File: src/rtl/segment_rect_intersect_test_unit_defines.svh
// Assertion macros for the segment versus rectangle test unit.
// Define NO_ASSERTIONS to compile the checks out.
`ifndef SEGMENT_RECT_INTERSECT_TEST_UNIT_DEFINES_SVH
`define SEGMENT_RECT_INTERSECT_TEST_UNIT_DEFINES_SVH

`ifndef NO_ASSERTIONS
`define SRIT_ASSERT(label, prop, msg) \
  label: assert property (@(posedge clk) disable iff (!rst_n) prop) else $error(msg);
`define SRIT_ASSERT_RST(label, prop, msg) \
  label: assert property (@(posedge clk) prop) else $error(msg);
`else
`define SRIT_ASSERT(label, prop, msg)
`define SRIT_ASSERT_RST(label, prop, msg)
`endif

`endif

File: src/rtl/srit_pkg.sv
// Shared constants for the segment versus rectangle test unit.
// Used by the front, queue, back and top level; depends on nothing.
package srit_pkg;

  localparam int CFG_IDX_W = 2;
  localparam logic [CFG_IDX_W-1:0] REG_RECT_LEFT   = 2'd0;
  localparam logic [CFG_IDX_W-1:0] REG_RECT_RIGHT  = 2'd1;
  localparam logic [CFG_IDX_W-1:0] REG_RECT_BOTTOM = 2'd2;
  localparam logic [CFG_IDX_W-1:0] REG_RECT_TOP    = 2'd3;

  localparam int CLS_W = 2;
  typedef logic [CLS_W-1:0] cls_t;
  localparam cls_t CLS_MISS  = 2'd0;
  localparam cls_t CLS_HIT   = 2'd1;
  localparam cls_t CLS_CROSS = 2'd2;

  localparam int QUEUE_DEPTH = 2;
  localparam int QPTR_W      = $clog2(QUEUE_DEPTH);
  localparam int QCNT_W      = $clog2(QUEUE_DEPTH + 1);

endpackage

File: src/rtl/srit_queue.sv
// Short queue between the front and back parts.
// Depends on srit_pkg for its depth.
module srit_queue import srit_pkg::*; #(
  parameter int WIDTH = 8
) (
  input  logic             clk,
  input  logic             rst_n,
  input  logic             push_valid,
  output logic             push_ready,
  input  logic [WIDTH-1:0] push_data,
  output logic             pop_valid,
  input  logic             pop_ready,
  output logic [WIDTH-1:0] pop_data
);

  logic [WIDTH-1:0]  mem_r [QUEUE_DEPTH];
  logic [QPTR_W-1:0] wptr_r, rptr_r;
  logic [QCNT_W-1:0] count_r;
  logic              push, pop;

  assign push_ready = count_r != QCNT_W'(QUEUE_DEPTH);
  assign pop_valid  = count_r != '0;
  assign push       = push_valid && push_ready;
  assign pop        = pop_valid && pop_ready;
  assign pop_data   = mem_r[rptr_r];

  always_ff @(posedge clk) begin
    if (!rst_n) begin
      wptr_r  <= '0;
      rptr_r  <= '0;
      count_r <= '0;
    end else begin
      if (push) begin
        wptr_r <= wptr_r + 1'b1;
      end
      if (pop) begin
        rptr_r <= rptr_r + 1'b1;
      end
      if (push && !pop) begin
        count_r <= count_r + 1'b1;
      end else if (pop && !push) begin
        count_r <= count_r - 1'b1;
      end
    end
  end

  always_ff @(posedge clk) begin
    if (push) begin
      mem_r[wptr_r] <= push_data;
    end
  end

endmodule

File: config.mk
export PLATFORM = sky130hd
export DESIGN_NAME = srit_queue
export DESIGN_NICKNAME = d
export VERILOG_FILES = /design/src/rtl/segment_rect_intersect_test_unit_defines.svh /design/src/rtl/srit_pkg.sv /design/src/rtl/srit_queue.sv
export SDC_FILE = /design/constraint.sdc
export NUM_CORES = 1
export LEC_CHECK = 0
export BUFFER_PORTS_ARGS = -buffer_cell sky130_fd_sc_hd__buf_2
export CORE_MARGIN = 1
export CORE_UTILIZATION = 49
export CTS_CLUSTER_DIAMETER = 30
export DETAILED_ROUTE_END_ITERATION = 8
export PLACE_DENSITY = 0.83
export SETUP_SLACK_MARGIN = 0.3
export SLEW_MARGIN = 20
export SYNTH_ARGS = -nofsm -noshare
export SYNTH_HDL_FRONTEND = slang
export SYNTH_SLANG_ARGS = --single-unit
File: constraint.sdc
create_clock -name clk -period 2.2 [get_ports clk]
set_clock_uncertainty 0.05 [all_clocks]
set_input_delay 0.11 -clock clk [delete_from_list [all_inputs] [get_ports clk]]
set_output_delay 0.11 -clock clk [all_outputs]
set_load 0.02 [all_outputs]
[After elaboration in Yosys (flattened, before gate mapping)]
Memory sizes are Yosys's and may differ from the RTL's. A register that Yosys moved wholly into a read port is not among the register bits.
Cells that the tools add are included.
Word-level totals
  output and inout bits: 10
  memories kept: 1
  RAM bits: 16
  input bits: 12
  register bits: 4
  word-level logic and storage cells: 23
Operators by class
  mux-type cells: 6
  equal/unequal tests: 1
  $add $sub $neg: 4
  reduce and logical (&&, ||, !) cells: 8
Memory list
  mem_r: depth 2, bits a word 8, read ports 1, clocked after memory_dff 1, write ports 1, RTL line srit_queue.sv:16  | logic [WIDTH-1:0] mem_r [QUEUE_DEPTH];
Operators by type and width (number)
  logical AND 1 bit: 4
  two-way mux 1 bit: 4
  two-way mux 2 bit: 2
  nonzero test 2 bit: 2
  adder 1 bit (second input constant): 2
  adder 2 x 1 -> 2 bit (second input constant): 1
  zero test 1 bit: 2
  != test 2 bit (second input constant): 1
  subtractor 2 x 1 -> 2 bit (second input constant): 1

[Logic depth before layout (Yosys ltp)]
  depth after elaboration: 6
  depth in mapped cells: 6
  gate-level depth less buffers: 6

[Worst setup path before layout]
OpenSTA, ideal clock, no wires.
  path kind: flip-flop to flip-flop
  start point: register count_r[0]
  end point: register count_r[1]
  setup slack: 608 ps
  required time: 2080 ps
  period minus slack after synthesis: 1592 ps
  cell stages (with the launch flop): 6
  setup time: 70 ps
  buffers on the path: 0
  data arrival time: 1472 ps
  cells stage by stage: dfxtp_1 -> nand2b_4 -> and2_1 -> ha_1 -> or3_1 -> a21oi_1
Between the ends
  cells in the longest elaborated chain, start to end: 5
  elaborated cells between the ends (all ways): 13
RTL lines
  start, declared: RTL line srit_queue.sv:18  | logic [QCNT_W-1:0] count_r;
  start signal, assigned: RTL line srit_queue.sv:40  | count_r <= count_r + 1'b1;
  start signal, assigned: RTL line srit_queue.sv:42  | count_r <= count_r - 1'b1;
  != test 2 bit (*): RTL line srit_queue.sv:21  | assign push_ready = count_r != QCNT_W'(QUEUE_DEPTH);
  net push_ready: RTL line srit_queue.sv:9  | output logic push_ready,
  logical AND 1 bit (*): RTL line srit_queue.sv:23  | assign push = push_valid && push_ready;
  net push: RTL line srit_queue.sv:19  | logic push, pop;
  zero test 1 bit: RTL line srit_queue.sv:41  | end else if (pop && !push) begin
  logical AND 1 bit: RTL line srit_queue.sv:41
  nonzero test 2 bit (no line)
The timed path passes the listed nets; every way through them passes the cells marked *. The select of a mux whose other input is x is not followed.
A chain may end at the register's enable or synchronous reset.

[Worst setup path after layout]
  start point: register count_r[0]
  end point: register count_r[1]
Between the ends
  cells in the longest elaborated chain, start to end: 5
  elaborated cells between the ends (all ways): 13
RTL lines (RTL line)
  != test 2 bit (*): srit_queue.sv:21
  logical AND 1 bit (*): srit_queue.sv:23
  net push: srit_queue.sv:19
  zero test 1 bit: srit_queue.sv:41
  logical AND 1 bit: srit_queue.sv:41
  nonzero test 2 bit (no line)
Marked as above.

==> run_results.csv <==
group,metric,value,unit
grt,grtUsageMet3,3.88,%
layout,final_cell_mix,"21 x buf_2, 16 x edfxtp_1, 8 x mux2_2, 8 x dlygate4sd3_1, 5 x dfxtp_1",
floorplanning,num_rows,14,
worst_setup_path,slowest_stage,"dfxtp_1",
floorplanning,core,1520,um^2
clock_tree,cts_resized,0,
clock_tree,clk_pin_slew_worst_paths,0.12,ns
layout,seqCellArea,581,um^2
worst_setup_path,cpPeakStageDelay,0.37,ns
grt,grt_start_max_net_pins,13,
min_path,hold_depth,3,
place,place_area,930,um^2
power,p_int,0.746,mW
grt,grt_pass1_vias,477,
layout,fillers,118,
route,wl,1.30,mm
logic_synthesis,ys_ff_latch,21,
layout,area_growth,28.1,%
grt,gr-total-overflow,0,
route,vias,490,
logic_synthesis,syn_inst,50,
power,swShare,33.0,%
logic_synthesis,yosysSeqAreaShare,71.7,%
clock_tree,cts_buffer_depth,2,
power,p_per_area,1070,nW/um^2
worst_setup_path,cp_num_buf_inv,0,
min_path,hp-start,"rst_n",
place,port-buffer-count,21,
worst_setup_path,crit_start,"count_r[0]",
power,vdd_drop_max,0.651,mV
logic_synthesis,yosysWarnings,0,
route,first_iter_violations,13,
power,p_leak,0.423,nW
clock_tree,cts.sinks,21,
sta,slew_viol_final,0,
floorplanning,initial_core_util,53.1,%
job,maxCapViolations,0,
worst_setup_path,worstPathCellList,"nand2b_4 > and2_1 > ha_1 > or3_1 > a21oi_1",
worst_setup_path,ff2ff_setup_slack,0.56,ns
floorplanning,die_area,1820,um^2
layout,final_nets,96,
sta,setup_viol,0,
worst_setup_path,cp_top_family,"simple AND/OR/NAND/NOR gates",
run_status,status,"finished, final reports clean",
clock_tree,htreeDepth,1,
layout,final_common_cell,"buf_2",
logic_synthesis,netlist_area,810,um^2
clock_tree,cts_tree,"yes",
power,switchingPower,0.368,mW
logic_synthesis,syn-num-nets,63,
route,avgRoutedWirePerCell,13.3,um
grt,grt_pass1_wl,1.96,mm
sta,timing.fmax,609,MHz
min_path,worstHoldEndpoint,"rptr_r",
place,routabilityCongestion,0.607,
sta,period_needed,1.64,ns
min_path,hold_class,"in2reg",
worst_setup_path,r2r_start,"count_r[0]",
worst_setup_path,worstPathMaxFanout,5,
layout,multi_input_area,216,um^2
route,first_pass_iters,4,
worst_setup_path,crit_required,2.39,ns
worst_setup_path,path_class,"reg2reg",
grt,antenna_found_initial,0,
sta,slew_headroom,74.6,%
sta,finalHoldViolations,0,
worst_setup_path,endpoint_kind,"flip-flop",
sta,rsz0062_at_grt,"false",
sta,min_period_over_period,74.7,%
clock_tree,worstSkewPairLatency,0.30,ns
grt,top_usage_layer,"met2",
logic_synthesis,yosysUniqueCellTypes,17,
power,power_frac_comb,33.7,%
worst_setup_path,start_kind,"flip-flop",
sta,hold_ws,0.0458,ns
sta,finalSetupTns,0,ns
floorplanning,dieHeight,42.6,um
floorplanning,ios,22,
grt,met1_usage,15.9,%
place,pre_cts_ws,0.570,ns
layout,final_core_util,68.1,%
layout,final_cell_area,1040,um^2
power,seq_power_share,49.9,%
route,remaining_drc_errors,0,
layout,num_antenna_cells,0,
power,p_clk_share,16.4,%
sta,tightest_slew,0.381,ns
clock_tree,cts_setup_buffers,0,
route,avgViaCountPerCell,5.00,
floorplanning,die_x,42.6,um
layout,drive_above_1_share,43.9,%
worst_setup_path,cp.arrival,1.83,ns
place,dp_hpwl,817,um
grt,grt_use_met2,27.3,%
grt,grt_usage,15.4,%
worst_setup_path,reg2reg_to,"count_r[1]",
clock_tree,cts-root-buf,"clkbuf_4",
logic_synthesis,syn_area_per_cell,16.2,um^2
route,ant_nets,0,
worst_setup_path,reg2regPathDepth,5,
sta,final.setup.worst_slack,0.557,ns
clock_tree,numCtsBuffers,3,
==> cells in the mapped netlist, drive strengths merged <==
master	number	area share (%)
mux2	8	11
inv	2	0.93
edfxtp	16	59
or2	1	0.77
buf	1	0.62
nor2	3	1.4
xor2	3	3.2
a21bo	1	1.2
a21oi	2	1.2
nand3b	1	0.93
or3	1	0.77
nand2b	1	1.7
ha	1	1.5
dfxtp	5	12
o21ai	2	1.2
and2	1	0.77
and3	1	0.77
==> power groups by stage <==
stage,logic [mW],registers (mW),clock network (mW)
global route,0.402,0.566,0.206
detailed placement,0.366,0.566,0
CTS,0.379,0.558,0.187
global placement,0.355,0.561,0
floorplan,0.292,0.539,0
finish,0.375,0.556,0.183
==> per-stage QoR <==
stage | power [mW] | std cells
global placement | 0.916 | 86
detailed placement | 0.933 | 86
CTS | 1.12 | 98
global route | 1.17 | 98
finish | 1.11 | 98
floorplan | 0.831 | 50
==> cell type report <==
type,count,share of cell area [%]
clock buffers,3,2.17
flip-flops and latches,21,56.0
repair buffers,29,17.9
multi-input cells,26,20.9
clock inverters,1,0.483
well taps,16,1.93
inverters,2,0.724
==> cells by family after synthesis <==
family | synth area share [%]
muxes | 11.1
and+or+nand+nor | 7.11
xor gates and xnor gates | 3.25
DFF | 71.7
AOI/OAI and AO/OA | 3.71
buffers and inverters | 1.55
adders and majority gates | 1.55
==> timing repair <==
item,in CTS,in global routing
endpoints found under the hold margin,16,0
setup endpoints to repair,0,0
hold buffers,8,0
==> registers in the layout, indices dropped and copies added (netlist names), named ones only <==
name,flops
count_r,2
rptr_r,1
mem_r,16
wptr_r,1
==> worst register-to-register path, cell delays in order (launching register included) <==
cell and delay [ns]:
dfxtp_1 0.37, nand2b_4 0.17, and2_1 0.17, ha_1 0.33, or3_1 0.37, a21oi_1 0.13
==> worst max-delay path by stage <==
| stage | end | depth (start not counted) |
|---|---|---|
| 2_1_floorplan | count_r[1] | 5 |
| 3_3_place_gp | count_r[1] | 5 |
| 3_5_place_dp | count_r[1] | 5 |
| 4_1_cts | count_r[1] | 5 |
| 5_1_grt | count_r[1] | 5 |
| 6_report | count_r[1] | 5 |
==> routing by layer <==
layer / vias to the layer above / routed length [um]
met5: - / 0
met4: 0 / 0
met3: 0 / 42
met2: 14 / 693
met1: 229 / 564
li1: 247 / -
(Power assumes the default switching activity.)
