**config.mk**
```make
export PLATFORM = sky130hd
export DESIGN_NAME = srit_front_flat
export DESIGN_NICKNAME = d
export VERILOG_FILES = /design/src/rtl/segment_rect_intersect_test_unit_defines.svh /design/src/rtl/srit_pkg.sv /design/src/rtl/srit_stream_if.sv /design/src/rtl/srit_front.sv /design/src/flat_wrapper.sv
export SDC_FILE = /design/constraint.sdc
export NUM_CORES = 1
export LEC_CHECK = 0
export ABC_AREA = 1
export BUFFER_PORTS_ARGS = -buffer_cell sky130_fd_sc_hd__buf_2
export CAP_MARGIN = 5
export CORE_ASPECT_RATIO = 1.75
export CORE_UTILIZATION = 30
export DETAILED_ROUTE_END_ITERATION = 7
export GPL_ROUTABILITY_DRIVEN = 0
export PLACE_DENSITY_LB_ADDON = 0.08
export REMOVE_ABC_BUFFERS = 1
export SLEW_MARGIN = 5
export SYNTH_ARGS = -nofsm -noshare
export SYNTH_HDL_FRONTEND = slang
export SYNTH_SLANG_ARGS = --single-unit
```
**constraint.sdc**
```tcl
create_clock -name clk -period 6.7 [get_ports clk]
set_input_delay 0.335 -clock clk [delete_from_list [all_inputs] [get_ports clk]]
set_output_delay 0.335 -clock clk [all_outputs]
set_load 0.01 [all_outputs]
```
**src/rtl/segment_rect_intersect_test_unit_defines.svh**
```systemverilog
// Assertion macros for the segment versus rectangle test unit.
// Define NO_ASSERTIONS to compile the checks out.
`ifndef SEGMENT_RECT_INTERSECT_TEST_UNIT_DEFINES_SVH
`define SEGMENT_RECT_INTERSECT_TEST_UNIT_DEFINES_SVH

`ifndef NO_ASSERTIONS
`define SRIT_ASSERT(label, prop, msg) \
  label: assert property (@(posedge clk) disable iff (!rst_n) prop) else $error(msg);
`define SRIT_ASSERT_RST(label, prop, msg) \
  label: assert property (@(posedge clk) prop) else $error(msg);
`else
`define SRIT_ASSERT(label, prop, msg)
`define SRIT_ASSERT_RST(label, prop, msg)
`endif

`endif

```
**src/rtl/srit_pkg.sv**
```systemverilog
// Shared constants for the segment versus rectangle test unit.
// Used by the front, queue, back and top level; depends on nothing.
package srit_pkg;

  localparam int CFG_IDX_W = 2;
  localparam logic [CFG_IDX_W-1:0] REG_RECT_LEFT   = 2'd0;
  localparam logic [CFG_IDX_W-1:0] REG_RECT_RIGHT  = 2'd1;
  localparam logic [CFG_IDX_W-1:0] REG_RECT_BOTTOM = 2'd2;
  localparam logic [CFG_IDX_W-1:0] REG_RECT_TOP    = 2'd3;

  localparam int CLS_W = 2;
  typedef logic [CLS_W-1:0] cls_t;
  localparam cls_t CLS_MISS  = 2'd0;
  localparam cls_t CLS_HIT   = 2'd1;
  localparam cls_t CLS_CROSS = 2'd2;

  localparam int QUEUE_DEPTH = 2;
  localparam int QPTR_W      = $clog2(QUEUE_DEPTH);
  localparam int QCNT_W      = $clog2(QUEUE_DEPTH + 1);

endpackage

```
**src/rtl/srit_stream_if.sv**
```systemverilog
// Valid/ready channel interfaces for segment beats and hit beats.
// Depends on nothing.
interface srit_seg_if #(parameter int COORD_BITS = 16);
  logic                         valid;
  logic                         ready;
  logic signed [COORD_BITS-1:0] start_x;
  logic signed [COORD_BITS-1:0] start_y;
  logic signed [COORD_BITS-1:0] end_x;
  logic signed [COORD_BITS-1:0] end_y;

  modport source (output valid, start_x, start_y, end_x, end_y, input ready);
  modport sink (input valid, start_x, start_y, end_x, end_y, output ready);
endinterface


```
**src/rtl/srit_front.sv**
```systemverilog
// Front part: rectangle registers, trivial reject and inside tests, and the
// coordinate differences for the diagonal tests. Depends on srit_pkg, srit_seg_if.
module srit_front import srit_pkg::*; #(
  parameter int COORD_BITS = 16
) (
  input  logic                   clk,
  input  logic                   rst_n,
  input  logic                   cfg_we,
  input  logic [CFG_IDX_W-1:0]   cfg_index,
  input  logic [COORD_BITS-1:0]  cfg_data,
  srit_seg_if.sink               in_seg,
  output logic                   f_valid,
  input  logic                   f_ready,
  output logic [CLS_W+7*(COORD_BITS+1)-1:0] f_data
);

  localparam int DW = COORD_BITS + 1;
  localparam int FW = CLS_W + 7 * DW;

  logic signed [COORD_BITS-1:0] rect_left_r, rect_right_r, rect_bottom_r, rect_top_r;
  logic                         f_valid_r;
  logic [FW-1:0]                f_data_r;

  logic signed [COORD_BITS-1:0] x1, y1, x2, y2;
  logic                         reject, inside1, inside2, accept;
  cls_t                         cls;
  logic signed [DW-1:0]         ux, uy, wx, wy, ex, ey1, ey2;

  always_ff @(posedge clk) begin
    if (!rst_n) begin
      rect_left_r   <= '0;
      rect_right_r  <= '0;
      rect_bottom_r <= '0;
      rect_top_r    <= '0;
    end else if (cfg_we) begin
      unique case (cfg_index)
        REG_RECT_LEFT:   rect_left_r   <= cfg_data;
        REG_RECT_RIGHT:  rect_right_r  <= cfg_data;
        REG_RECT_BOTTOM: rect_bottom_r <= cfg_data;
        REG_RECT_TOP:    rect_top_r    <= cfg_data;
        default: ;
      endcase
    end
  end

  assign x1 = in_seg.start_x;
  assign y1 = in_seg.start_y;
  assign x2 = in_seg.end_x;
  assign y2 = in_seg.end_y;

  always_comb begin
    reject = (x1 < rect_left_r && x2 < rect_left_r) ||
             (x1 > rect_right_r && x2 > rect_right_r) ||
             (y1 < rect_bottom_r && y2 < rect_bottom_r) ||
             (y1 > rect_top_r && y2 > rect_top_r);
    inside1 = x1 >= rect_left_r && x1 <= rect_right_r &&
              y1 >= rect_bottom_r && y1 <= rect_top_r;
    inside2 = x2 >= rect_left_r && x2 <= rect_right_r &&
              y2 >= rect_bottom_r && y2 <= rect_top_r;
    if (reject) begin
      cls = CLS_MISS;
    end else if (inside1 || inside2) begin
      cls = CLS_HIT;
    end else begin
      cls = CLS_CROSS;
    end
    ux  = DW'(x2) - DW'(x1);
    uy  = DW'(y2) - DW'(y1);
    wx  = DW'(rect_right_r) - DW'(rect_left_r);
    wy  = DW'(rect_top_r) - DW'(rect_bottom_r);
    ex  = DW'(x1) - DW'(rect_left_r);
    ey1 = DW'(y1) - DW'(rect_bottom_r);
    ey2 = DW'(y1) - DW'(rect_top_r);
  end

  assign in_seg.ready = !f_valid_r || f_ready;
  assign accept       = in_seg.valid && in_seg.ready;

  always_ff @(posedge clk) begin
    if (!rst_n) begin
      f_valid_r <= 1'b0;
    end else if (in_seg.ready) begin
      f_valid_r <= in_seg.valid;
    end
  end

  always_ff @(posedge clk) begin
    if (accept) begin
      f_data_r <= {cls, ux, uy, wx, wy, ex, ey1, ey2};
    end
  end

  assign f_valid = f_valid_r;
  assign f_data  = f_data_r;

endmodule

```
**src/flat_wrapper.sv**
```systemverilog
// flat-port wrapper written by rule: the top's interface ports become plain ports
module srit_front_flat import srit_pkg::*;
#(
  parameter int COORD_BITS = 16
)
  (clk, rst_n, cfg_we, cfg_index, cfg_data, f_valid, f_ready, f_data, in_seg_valid, in_seg_start_x, in_seg_start_y, in_seg_end_x, in_seg_end_y, in_seg_ready);
  srit_seg_if #(.COORD_BITS(COORD_BITS)) in_seg_i ();
  input  logic clk;
  input  logic rst_n;
  input  logic cfg_we;
  input  logic [CFG_IDX_W-1:0] cfg_index;
  input  logic [COORD_BITS-1:0] cfg_data;
  output logic f_valid;
  input  logic f_ready;
  output logic [CLS_W+7*(COORD_BITS+1)-1:0] f_data;
  input wire logic [$bits(in_seg_i.valid)-1:0] in_seg_valid;
  input wire logic [$bits(in_seg_i.start_x)-1:0] in_seg_start_x;
  input wire logic [$bits(in_seg_i.start_y)-1:0] in_seg_start_y;
  input wire logic [$bits(in_seg_i.end_x)-1:0] in_seg_end_x;
  input wire logic [$bits(in_seg_i.end_y)-1:0] in_seg_end_y;
  output wire logic [$bits(in_seg_i.ready)-1:0] in_seg_ready;
  assign in_seg_i.valid = in_seg_valid;
  assign in_seg_i.start_x = in_seg_start_x;
  assign in_seg_i.start_y = in_seg_start_y;
  assign in_seg_i.end_x = in_seg_end_x;
  assign in_seg_i.end_y = in_seg_end_y;
  assign in_seg_ready = in_seg_i.ready;
  srit_front #(.COORD_BITS(COORD_BITS)) u_core (.clk(clk), .rst_n(rst_n), .cfg_we(cfg_we), .cfg_index(cfg_index), .cfg_data(cfg_data), .in_seg(in_seg_i), .f_valid(f_valid), .f_ready(f_ready), .f_data(f_data));
endmodule
```
[Word-level counts from Yosys, hierarchy flattened]
Index checks and enable logic that the tools add are counted.
Storage, ports and cells
  register bits after elaboration: 186
  bits of input ports: 87
  output and inout port bits: 123
  logic and storage cells: 56
Cells by class
  add/sub/neg operators: 7
  order comparisons: 16
  equal/unequal tests: 3
  mux-type cells: 1
  reduce and logical (&&, ||, !) cells: 22
Operator list (count)
  subtractor 16 x 16 -> 17 bit: 7
  greater-or-equal comparator 16 bit: 4
  greater-than comparator 16 bit: 4
  less-or-equal comparator 16 bit: 4
  < comparator 16 bit: 4
  logical AND 1 bit: 11
  AND reduction 2 bit: 4
  logical OR 1 bit: 5
  equality test 2 bit (second input constant): 2
  equality test 2 x 1 -> 1 bit (second input constant): 1
  zero test 2 bit: 1
  2-to-1 mux 2 bit: 1
  zero test 1 bit: 1

[Depth between registers and ports, before layout]
Gate-level depths: netlist of the first run.
  depth in word-level cells: 6
  depth in mapped cells: 17
  mapped depth without buffers: 17

[Least setup slack after synthesis of the first run]
Ideal clock, no wire load.
  kind: reg-to-reg
  from: reg u_core.f_valid_r, in the netlist u_core.f_valid
  to: reg u_core.f_data_r[0], in the netlist u_core.f_data[0], enable pin
  setup time: 641 ps
  arrival: 6209 ps
  data required time: 6059 ps
  slack: -149 ps
  cell stages (with the launch flop): 2
  path buffers: 0
  period minus slack after synthesis: 6849 ps
  cells stage by stage: dfxtp_1 > a21oi_1
On the way
  longest elaborated chain between the ends: 3
Ends and longest elaborated chain
  start, declared: RTL line srit_front.sv:21  | logic f_valid_r;
  start signal, assigned: RTL line srit_front.sv:83  | f_valid_r <= in_seg.valid;
  zero test 1 bit: RTL line srit_front.sv:76  | assign in_seg.ready = !f_valid_r || f_ready;
  logical OR 1 bit: RTL line srit_front.sv:76
  logical AND 1 bit: RTL line srit_front.sv:77  | assign accept = in_seg.valid && in_seg.ready;
  named net u_core.accept: RTL line srit_front.sv:25  | logic reject, inside1, inside2, accept;
  end signal, assigned: RTL line srit_front.sv:89  | f_data_r <= {cls, ux, uy, wx, wy, ex, ey1, ey2};
  end, declared: RTL line srit_front.sv:22  | logic [FW-1:0] f_data_r;
The timed path passes the listed nets, and every way through them passes these cells.
A chain may end at the register's enable or synchronous reset.

[Worst setup path after layout of the first run]
  from: reg u_core.rect_right_r[0]
  to: reg u_core.f_data_r[80], in the netlist u_core.f_data[80] (data pin)
On the way
  longest elaborated chain between the ends: 1
Ends and longest elaborated chain
  start, declared: RTL line srit_front.sv:20  | logic signed [COORD_BITS-1:0] rect_left_r, rect_right_r, rect_bottom_r, rect_top_r;
  start signal, assigned: RTL line srit_front.sv:38  | REG_RECT_RIGHT: rect_right_r <= cfg_data;
  subtractor 16 x 16 -> 17 bit: RTL line srit_front.sv:69  | wx = DW'(rect_right_r) - DW'(rect_left_r);
  named net u_core.wx[12]: RTL line srit_front.sv:27  | logic signed [DW-1:0] ux, uy, wx, wy, ex, ey1, ey2;
The timed path passes the listed nets, and every way through them passes these cells.

==> results of run 1 <==
[metal layers]
| metal | up-vias | global-route usage [%] |
|---|---|---|
| met5 | - | 0 |
| met4 | 0 | 9.40 |
| met3 | 52 | 2.63 |
| met2 | 216 | 40.2 |
| met1 | 5125 | 18.6 |
| li1 | 5673 | - |
[cell type report]
type                       instances  area [um2]
fill                            4561       27900
multi-input combinational       1119        7350
sequential                       186        4930
timing repair buffer             214        1080
inverter                         217         815
tap                              566         708
clock buffer                      22         464
clock inverter                    10         116
antenna                            5        12.5
[cells in the final DEF (no fill, tap or decap), drive strengths merged, types with 65 or more instances in the layout]
cell / n
nand2: 288
inv: 219
buf: 214
ha: 195
a21oi: 192
edfxtp: 121
o21ai: 117
nor2: 87
xor2: 67
dfxtp: 65
[worst max-delay path, delay by kind of cell, from the launching register on]
kind            cells  cell delay [ns]
fa+ha+maj           2             0.64
flops               1             0.36
buf+inv             1             0.07
simple gates        3             0.44
compound gates      3             0.94
xor+xnor            1             0.08
[cells by family (layout without fill, tap and decap cells)]
family          after synthesis  in the layout  share of synthesized area (%)
simple gates                466            466                           14.8
compound gates              351            351                           14.6
fa+ha+maj                   202            202                           19.6
xor+xnor                    100            100                           6.65
flops                       186            186                           37.4
other cells                   0              5                              0
buf+inv                     239            463                           6.85
[power by group through the flow]
stage | Sequential, uW | Clock, uW | Combinational, uW
floorplan | 1530 | 0 | 626
global placement | 1480 | 0 | 1090
detailed placement | 1480 | 0 | 1090
CTS | 1450 | 1100 | 1100
global route | 1460 | 1130 | 1210
finish | 1450 | 1060 | 1080
[registers in the layout (all words and copies together), names as in the netlist]
signal / cells
u_core.rect_left_r: 16
u_core.rect_top_r: 16
u_core.rect_bottom_r: 16
u_core.rect_right_r: 16
u_core.f_valid: 1
u_core.f_data: 121
[path summary, 6_finish.rpt]
path | cells after the start | from | slack, ns | end
worst min register to register | 2 | u_core.rect_right_r[0] | 0.52 | u_core.rect_right_r[0]
worst min-delay path | 3 | cfg_data[0] | 0.16 | u_core.rect_bottom_r[0]
worst max register to register | 10 | u_core.rect_right_r[0] | 3.91 | u_core.f_data[80]
worst max-delay path | 10 | u_core.rect_right_r[0] | 3.91 | u_core.f_data[80]
[per-stage QoR]
step	worst slack, ns	std cells
6_report	3.91	2339
5_1_grt	3.74	2339
4_1_cts	3.89	2334
3_5_place_dp	3.91	2302
3_3_place_gp	3.94	2302
2_1_floorplan	-0.149	1522
==> flow_summary_export.csv, run 1 <==
group,metric,value,unit
route,dr.first_iter.drc_count,360,
synth,synth.yosys.seq_area_share,37.4,%
timing,worst_hold_slack,0.158,ns
timing,finalMaxSlewViolations,0,
cts,cts_buffers,17,
global_routing,initial_antenna_violation_count,5,
cts,worst_skew_pair.late_latency,0.47,ns
setup_path,cpMaxStageDelayCell,"a21oi_1",
synth,yosys_most_used_dff,"edfxtp_1",
timing,worstMarginPinSlew,1.06,ns
route,met2_length,25.0,mm
placed_design,postPlaceCellArea,14900,um2
cts,cts_htree_levels,4,
timing,setup_tns,0,ns
layout,flow.area_growth_from_synthesis,17.5,%
die,initial_utilization,30.4,%
global_routing,number_of_global_route_vias_before_repair,11500,
cts,cts_resized,0,
synth,ys_seq_elements,186,
synth,yosys.area.top_type,"edfxtp_1",
timing,maxSlewHeadroom,29.1,%
layout,design_area,15500,um2
synth,netlist_top_cells_count,"nand2_1, inv_1, ha_1",
cts,cts_root_buf,"clkbuf_16",
route,routed_wl,43.5,mm
die,floorplan.core_area,43300,um2
setup_path,crit_path_cell_trace,"inv_1, ha_1, fa_1, nand3b_1, a21oi_1, nor2_1, o21ai_2, nand2_1, a31oi_1, xor2_1",
power,static-leakage-power,0.00718,uW
cts,post_cts_repair_setup_buffers,0,
setup_path,critical-path-max-stage-delay,0.59,ns
power,comb_power_share,30.1,%
route,highest_layer,"met4",
die,design.portCount,210,
synth,synth_area,13200,um2
setup_path,worstSetupStartpointType,"flop",
route,met1Wirelength,15.7,mm
layout,final_util,35.7,%
route,vias,11100,
global_routing,grt_pass1_wl,64.7,mm
setup_path,crit_path_max_fanout,3,
hold_path,worst_hold_path_type,"primary input to flop",
timing,min_period_over_period,41.6,%
power,power_switching_share,34.0,%
global_routing,grt_overflow,0,
setup_path,cp_data_required_time,6.92,ns
timing,rsz0062_at_grt,"no",
power,clockPowerShare,29.6,%
setup_path,arrival,3.01,ns
cts,clock_sink_count,186,
global_routing,gr-usage-all-layers,19.6,%
power,total_power,3590,uW
route,detail_route.first_pass.iterations,4,
layout,total_nets_final,2044,
cts,cts_tree,"yes",
synth,synth-edff-count,121,
synth,postSynth.asyncResetShare,0,%
die,num_rows,101,
cts,cts_hold_buf,0,
flow_run,max-cap-violations,0,
power,power.net_switching,1220,uW
die,die-area,44800,um2
setup_path,criticalPathCategory,"flop to flop",
cts,clk_path_buf_depth,2,
route,drc,0,
synth,instance_count_of_the_mapped_netlist,1544,
timing,finalWorstPathRequiredPeriod,2.79,ns
timing,fmaxAchievable,358,MHz
die,die_width,160,um
synth,synthMostInstantiatedCell,"nand2_1",
status,result_of_the_run,"finished, final reports clean",
global_routing,grt_max_degree,66,
synth,count_of_warnings_emitted_by_yosys,0,
timing,skew,0.0110,ns
timing,report.final.hold_viol_count,0,
power,power.density_cell_area,232,nW/um2
synth,synth_top_area_share,27.6,%
synth,synthesis.area_per_instance,8.54,um2
die,die_height,279,um
synth,synthTopCellsByArea,"edfxtp_1, ha_1, dfxtp_1",
placed_design,io_buffer_count,209,
route,antenna_viol_nets_final,0,
setup_path,worstSetupEndpointType,"flop",
timing,setup_viol,0,
power,peakVddDrop,0.000151,V
power,intPower,2370,uW
placed_design,post_dp_hpwl,36.3,mm
route,via_per_inst,4.73,
route,wl_met3,1.27,mm
synth,yosysUniqueCellTypes,39,
route,avgRoutedWirePerCell,18.6,um
layout,drive_above_1_share,15.8,%
power,pwr-share-seq,40.4,%
cts,cts.reportedPaths.clkPinSlew,0.08,ns
(Power assumes the default switching activity.)
==> run 2: changes to the inputs <==
Settings changed: ABC_AREA 1 to 0.
Clock period 6.7 ns to 2.8 ns, I/O delays scaled along.
==> flow_summary_export.csv, run 2 <==
group,metric,value,unit
status,result_of_the_run,"finished, violations left",
status,failed_checks,"negative setup slack",
global_routing,grt_pass1_wl,68.2,mm
placed_design,io_buffer_count,209,
hold_path,worstHoldStart,"in_seg_start_x[0]",
route,detail_route.first_pass.iterations,4,
global_routing,grt_overflow,0,
timing,setup_ws_final,-0.0666,ns
timing,worstMarginPinSlew,0.863,ns
die,floorplan.core_area,43300,um2
synth,yosys.area.top_type,"edfxtp_1",
synth,synth-edff-count,121,
cts,cts.reportedPaths.clkPinSlew,0.09,ns
hold_path,worst_hold_path_type,"primary input to flop",
setup_path,arrival,3.07,ns
die,design.portCount,210,
synth,count_of_warnings_emitted_by_yosys,0,
setup_path,critical-path-max-stage-delay,0.54,ns
timing,rsz0062_at_grt,"yes",
layout,final_util,41.0,%
timing,finalMaxSlewViolations,0,
synth,netlist_top_cells_count,"ha_1, nand2_1, inv_1",
synth,synthesis.area_per_instance,9.37,um2
route,dr.first_iter.drc_count,388,
layout,fillers,4367,
cts,cts_buffers,17,
setup_path,reg2reg_setup_slack,-0.07,ns
cts,clock_sink_count,186,
timing,min_period_over_period,102,%
setup_path,crit_path_cell_trace,"inv_2, ha_4, nand4_1, or4_1, a21o_1, nand3_2, mux2_4, or4_4, and3b_1",
synth,instance_count_of_the_mapped_netlist,1409,
setup_path,worst-path-buf-inv,1,
timing,report.final.hold_viol_count,0,
die,initial_utilization,30.5,%
die,die-area,44900,um2
hold_path,worst_hold_path.endpoint,"u_core.f_data[102]",
layout,total_nets_final,2140,
power,power.density_cell_area,474,nW/um2
synth,ys_seq_elements,186,
placed_design,post_dp_hpwl,37.4,mm
cts,cts_tree,"yes",
layout,post_layout_nonfiller_instances,2430,
layout,drive_above_1_share,30.4,%
placed_design,place_inst,2366,
route,wl_met3,1.20,mm
route,avgRoutedWirePerCell,18.6,um
hold_path,worst_hold_path.num_cells,3,
synth,yosysUniqueCellTypes,57,
setup_path,criticalPathCategory,"flop to flop",
synth,synthTopCellsByArea,"edfxtp_1, ha_1, dfxtp_1",
setup_path,worstSetupStartpointType,"flop",
route,routed_wl,45.2,mm
route,highest_layer,"met5",
route,antenna_viol_nets_final,0,
route,met1Wirelength,15.7,mm
route,via_per_inst,4.87,
setup_path,family_with_the_most_delay_on_the_worst_path,"simple AND/OR/NAND/NOR gates",
layout,flip_flop_count_of_the_largest_register_after_layout,121,
die,num_rows,101,
setup_path,cp_data_required_time,3.00,ns
flow_run,max-cap-violations,0,
layout,final_common_cell,"buf_4",
setup_path,regToRegStartpoint,"u_core.rect_top_r[7]",
timing,setup_viol,1,
synth,synth.yosys.seq_area_share,37.4,%
setup_path,reg2reg_depth,9,
synth,synthMostInstantiatedCell,"ha_1",
layout,inserted_diodes,0,
layout,commonest_cells_after_routing_fill_and_taps_aside,"buf_4, buf_2, nand2_1, ha_1, inv_1",
setup_path,regToRegEndpoint,"u_core.f_data[120]",
global_routing,grt_max_degree,66,
cts,worst_skew_pair.late_latency,0.46,ns
synth,postSynth.asyncResetShare,0,%
die,die_width,161,um
cts,cts_htree_levels,4,
timing,finalWorstPathRequiredPeriod,2.87,ns
global_routing,gr-usage-all-layers,20.4,%
route,drc,0,
setup_path,crit_path_max_fanout,2,
route,vias,11800,
cts,clk_path_buf_depth,2,
power,peakVddDrop,0.000325,V
setup_path,cpMaxStageDelayCell,"or4_4",
timing,maxSlewHeadroom,42.3,%
setup_path,worstSetupEndpointType,"flop",
cts,cts_root_buf,"clkbuf_16",
timing,fmaxAchievable,349,MHz
synth,synth_top_area_share,27.5,%
timing,skew,0.0170,ns
synth,synth_area,13200,um2
route,met2_length,26.1,mm
die,die_height,280,um
global_routing,number_of_global_route_vias_before_repair,12500,
layout,flow.area_growth_from_synthesis,34.5,%
power,static-leakage-power,0.00765,uW
global_routing,initial_antenna_violation_count,1,
synth,yosys_most_used_dff,"edfxtp_1",
-- run 2: changes by cell type after synthesis, moves of 24 or more --
| cell | before | now |
|---|---|---|
| xnor2_1 | 33 | 58 |
| nand3_1 | 43 | 18 |
| o21ai_0 | 97 | 54 |
| nor2b_1 | 1 | 25 |
| a21boi_0 | 3 | 76 |
| nand2_1 | 279 | 182 |
| a21oi_1 | 187 | 78 |
| inv_1 | 217 | 148 |
| xor2_1 | 67 | 17 |
-- run 2: worst reg2reg max path: cells and delay by family (launching register included) --
kind                     cells  cell delay (ns)
AO/OA/AOI/OAI                1             0.18
adder cells (fa/ha/maj)      1             0.26
buffers and inverters        1             0.05
flip-flops                   1             0.34
multiplexers                 1             0.32
AND/OR/NAND/NOR              5             1.47
-- run 2: cells by family (layout without fill, tap and decap cells) --
| family | count (synthesis) | after routing | synth area share (%) |
|---|---|---|---|
| AO/OA/AOI/OAI | 358 | 358 | 18.3 |
| AND/OR/NAND/NOR | 416 | 416 | 14.8 |
| XOR/XNOR | 75 | 75 | 4.97 |
| flip-flops | 186 | 186 | 37.4 |
| buffers and inverters | 169 | 624 | 4.80 |
| multiplexers | 3 | 3 | 0.237 |
| adder cells (fa/ha/maj) | 202 | 202 | 19.5 |
-- run 2: layout make-up --
type                            instances  area [um2]  share of cell area, %
Clock inverter                         14         139                  0.782
Sequential cell                       186        4960                   27.9
Inverter                              148         556                   3.13
Multi-Input combinational cell       1054        8090                   45.5
Timing Repair Buffer                  444        2880                   16.2
Clock buffer                           18         429                   2.42
Tap cell                              566         708                   3.99
-- run 2: metrics by stage --
step | hold WS [ns] | area [um2] | TNS [ns] | power [uW] | setup WS, ns
6_report | 0.0680 | 17800 | -0.0666 | 8420 | -0.0666
5_1_grt | 0.0806 | 17800 | -0.238 | 8890 | -0.137
4_1_cts | 0.0428 | 17500 | -0.0174 | 8500 | -0.0174
3_5_place_dp | 0.405 | 16400 | -2.13 | 5910 | -0.252
3_3_place_gp | 0.397 | 16400 | -1.77 | 5910 | -0.260
2_1_floorplan | 0.279 | 13100 | -120.87 | 4770 | -0.999
-- run 2: repair_timing --
action,4_1_cts,5_1_grt
hold buffers,18,0
endpoints found under the setup margin,17,19
setup buffers,11,3
gates cloned,0,0
pin swaps,19,18
hold endpoints to repair,63,0
resized for setup,68,46
-- run 2: how the worst max path moves through the flow --
stage	start	to	slack, ns	depth (start not counted)
2_1_floorplan	u_core.f_valid	u_core.f_data[0]	-1.0	2
3_3_place_gp	in_seg_start_y[1]	u_core.f_data[100]	-0.26	13
3_5_place_dp	u_core.rect_top_r[0]	u_core.f_data[67]	-0.25	13
4_1_cts	u_core.rect_right_r[9]	u_core.f_data[120]	-0.02	9
5_1_grt	u_core.rect_top_r[7]	u_core.f_data[120]	-0.14	9
6_report	u_core.rect_top_r[7]	u_core.f_data[120]	-0.07	9
-- run 2: report_power, final --
group	switching, uW	internal, uW
Combinational	1420	1200
Clock	1200	1250
Sequential	76.6	3270
Total	2700	5720
-- run 2: per-layer routing --
| layer | GRT usage, % | vias to the layer above |
|---|---|---|
| met5 | 0 | - |
| met4 | 10.1 | 2 |
| met3 | 2.46 | 70 |
| met2 | 42.4 | 231 |
| met1 | 18.8 | 5611 |
| li1 | - | 5927 |
==> run 3: changes to the inputs <==
Settings changed: CAP_MARGIN 5 to 10, CELL_PAD_IN_SITES_DETAIL_PLACEMENT set to 1, CELL_PAD_IN_SITES_GLOBAL_PLACEMENT set to 1.
==> flow_summary_export.csv, run 3 (synthesis results as in run 2) <==
group,metric,value,unit
status,result_of_the_run,"finished, violations left",
status,failed_checks,"negative setup slack",
layout,flip_flop_count_of_the_largest_register_after_layout,121,
timing,worstMarginPinSlew,0.903,ns
setup_path,cp_data_required_time,3.01,ns
die,num_rows,101,
timing,rsz0062_at_grt,"yes",
die,initial_utilization,30.5,%
global_routing,initial_antenna_violation_count,0,
setup_path,reg2reg_depth,9,
placed_design,post_dp_hpwl,39.7,mm
setup_path,worst-path-buf-inv,1,
hold_path,worst_hold_path.endpoint,"u_core.f_valid",
global_routing,number_of_global_route_vias_before_repair,13400,
setup_path,reg2reg_setup_slack,-0.05,ns
setup_path,arrival,3.06,ns
route,dr.first_iter.drc_count,260,
placed_design,place_inst,2381,
global_routing,grt_overflow,0,
layout,design_area,17800,um2
layout,final_common_cell,"buf_4",
setup_path,regToRegEndpoint,"u_core.f_data[120]",
timing,min_period_over_period,102,%
route,vias,12000,
power,static-leakage-power,0.00765,uW
setup_path,worstSetupStartpointType,"flop",
layout,drive_above_1_share,30.2,%
global_routing,gr-usage-all-layers,21.2,%
die,floorplan.core_area,43300,um2
route,drc,0,
timing,finalMaxSlewViolations,0,
layout,commonest_cells_after_routing_fill_and_taps_aside,"buf_4, buf_2, nand2_1, ha_1, inv_1",
timing,maxSlewHeadroom,39.8,%
timing,skew,0.0187,ns
timing,fmaxAchievable,351,MHz
timing,finalWorstPathRequiredPeriod,2.85,ns
cts,cts_buffers,17,
setup_path,worstSetupEndpointType,"flop",
cts,cts_tree,"yes",
setup_path,criticalPathCategory,"flop to flop",
setup_path,family_with_the_most_delay_on_the_worst_path,"simple AND/OR/NAND/NOR gates",
cts,clk_path_buf_depth,2,
route,routed_wl,47.1,mm
setup_path,regToRegStartpoint,"u_core.rect_top_r[13]",
cts,cts_htree_levels,4,
cts,clock_sink_count,186,
setup_path,crit_path_cell_trace,"inv_1, ha_1, nand3_2, or4_1, a21o_1, nand3_2, mux2_4, or4_4, and3b_1",
setup_path,path_common_cell,"nand3_2",
layout,final_util,41.0,%
route,avgRoutedWirePerCell,19.4,um
hold_path,worst_hold_path_type,"primary input to flop",
setup_path,crit_path_max_fanout,2,
setup_path,critical-path-max-stage-delay,0.54,ns
route,antenna_viol_nets_final,0,
global_routing,grt_max_degree,50,
cts,cts.reportedPaths.clkPinSlew,0.07,ns
hold_path,worstHoldStart,"f_ready",
cts,cts_root_buf,"clkbuf_16",
layout,fillers,5049,
hold_path,worst_hold_path.num_cells,3,
flow_run,max-cap-violations,0,
timing,setup_tns,-0.0497,ns
die,die_width,161,um
timing,report.final.hold_viol_count,0,
placed_design,postPlaceCellArea,16600,um2
die,design.portCount,210,
layout,inserted_diodes,0,
placed_design,io_buffer_count,209,
layout,post_layout_nonfiller_instances,2431,
power,peakVddDrop,0.000351,V
cts,worst_skew_pair.late_latency,0.47,ns
die,die_height,280,um
route,detail_route.first_pass.iterations,4,
route,via_per_inst,4.93,
timing,setup_viol,1,
layout,total_nets_final,2142,
die,die-area,44900,um2
power,power.density_cell_area,474,nW/um2
setup_path,cpMaxStageDelayCell,"or4_1",
global_routing,grt_pass1_wl,71.1,mm
layout,flow.area_growth_from_synthesis,34.6,%
timing,setup_ws_final,-0.0497,ns
[run 3: worst min-delay path, cell delays in order]
cell and delay (ns):
buf_2 0.08, nand2b_1 0.13, a21boi_0 0.09
[run 3: worst max path at each step]
stage | from | endpoint | cells after the start
after floorplan | u_core.f_valid | u_core.f_data[0] | 2
after global placement | u_core.rect_top_r[0] | u_core.f_data[67] | 13
after detailed placement | u_core.rect_top_r[0] | u_core.f_data[67] | 13
after CTS | u_core.rect_right_r[12] | u_core.f_data[120] | 9
after global routing | u_core.rect_bottom_r[6] | u_core.f_data[120] | 11
final | u_core.rect_top_r[13] | u_core.f_data[120] | 9
[run 3: final cells by class]
cell class                 instances  area (um2)  area share (%)
clock inverter                    13         116           0.655
clock buffer                      18         429            2.41
sequential                       186        4960            27.9
inverter                         148         558            3.14
timing repair buffer             446        2910            16.3
tap                              566         708            3.98
multi-input combinational       1054        8090            45.5
[run 3: timing repair]
item,in CTS,in global routing
endpoints found under the setup margin,19,21
setup buffers,1,2
hold buffers,17,0
pin swaps,18,21
hold endpoints to repair,62,0
gates resized for setup,62,50
[run 3: per-stage QoR]
| stage | power [uW] | hold WS [ns] | setup WS [ns] |
|---|---|---|---|
| global placement | 5930 | 0.399 | -0.327 |
| detailed placement | 5980 | 0.413 | -0.393 |
| CTS | 8510 | 0.0113 | -0.0305 |
| global route | 8870 | 0.0481 | -0.153 |
| floorplan | 4770 | 0.279 | -0.999 |
| finish | 8420 | 0.0285 | -0.0497 |
[run 3: power breakdown]
group          switching, uW  internal [uW]
Sequential              74.4           3270
Clock                   1190           1230
Combinational           1450           1210
Total                   2710           5710
[run 3: layer usage]
layer | share of wire, % | global-route usage, %
met1 | 34 | 19.0
met2 | 60 | 45.5
met3 | 2.1 | 2.58
met4 | 3.6 | 8.96
met5 | 0 | 0
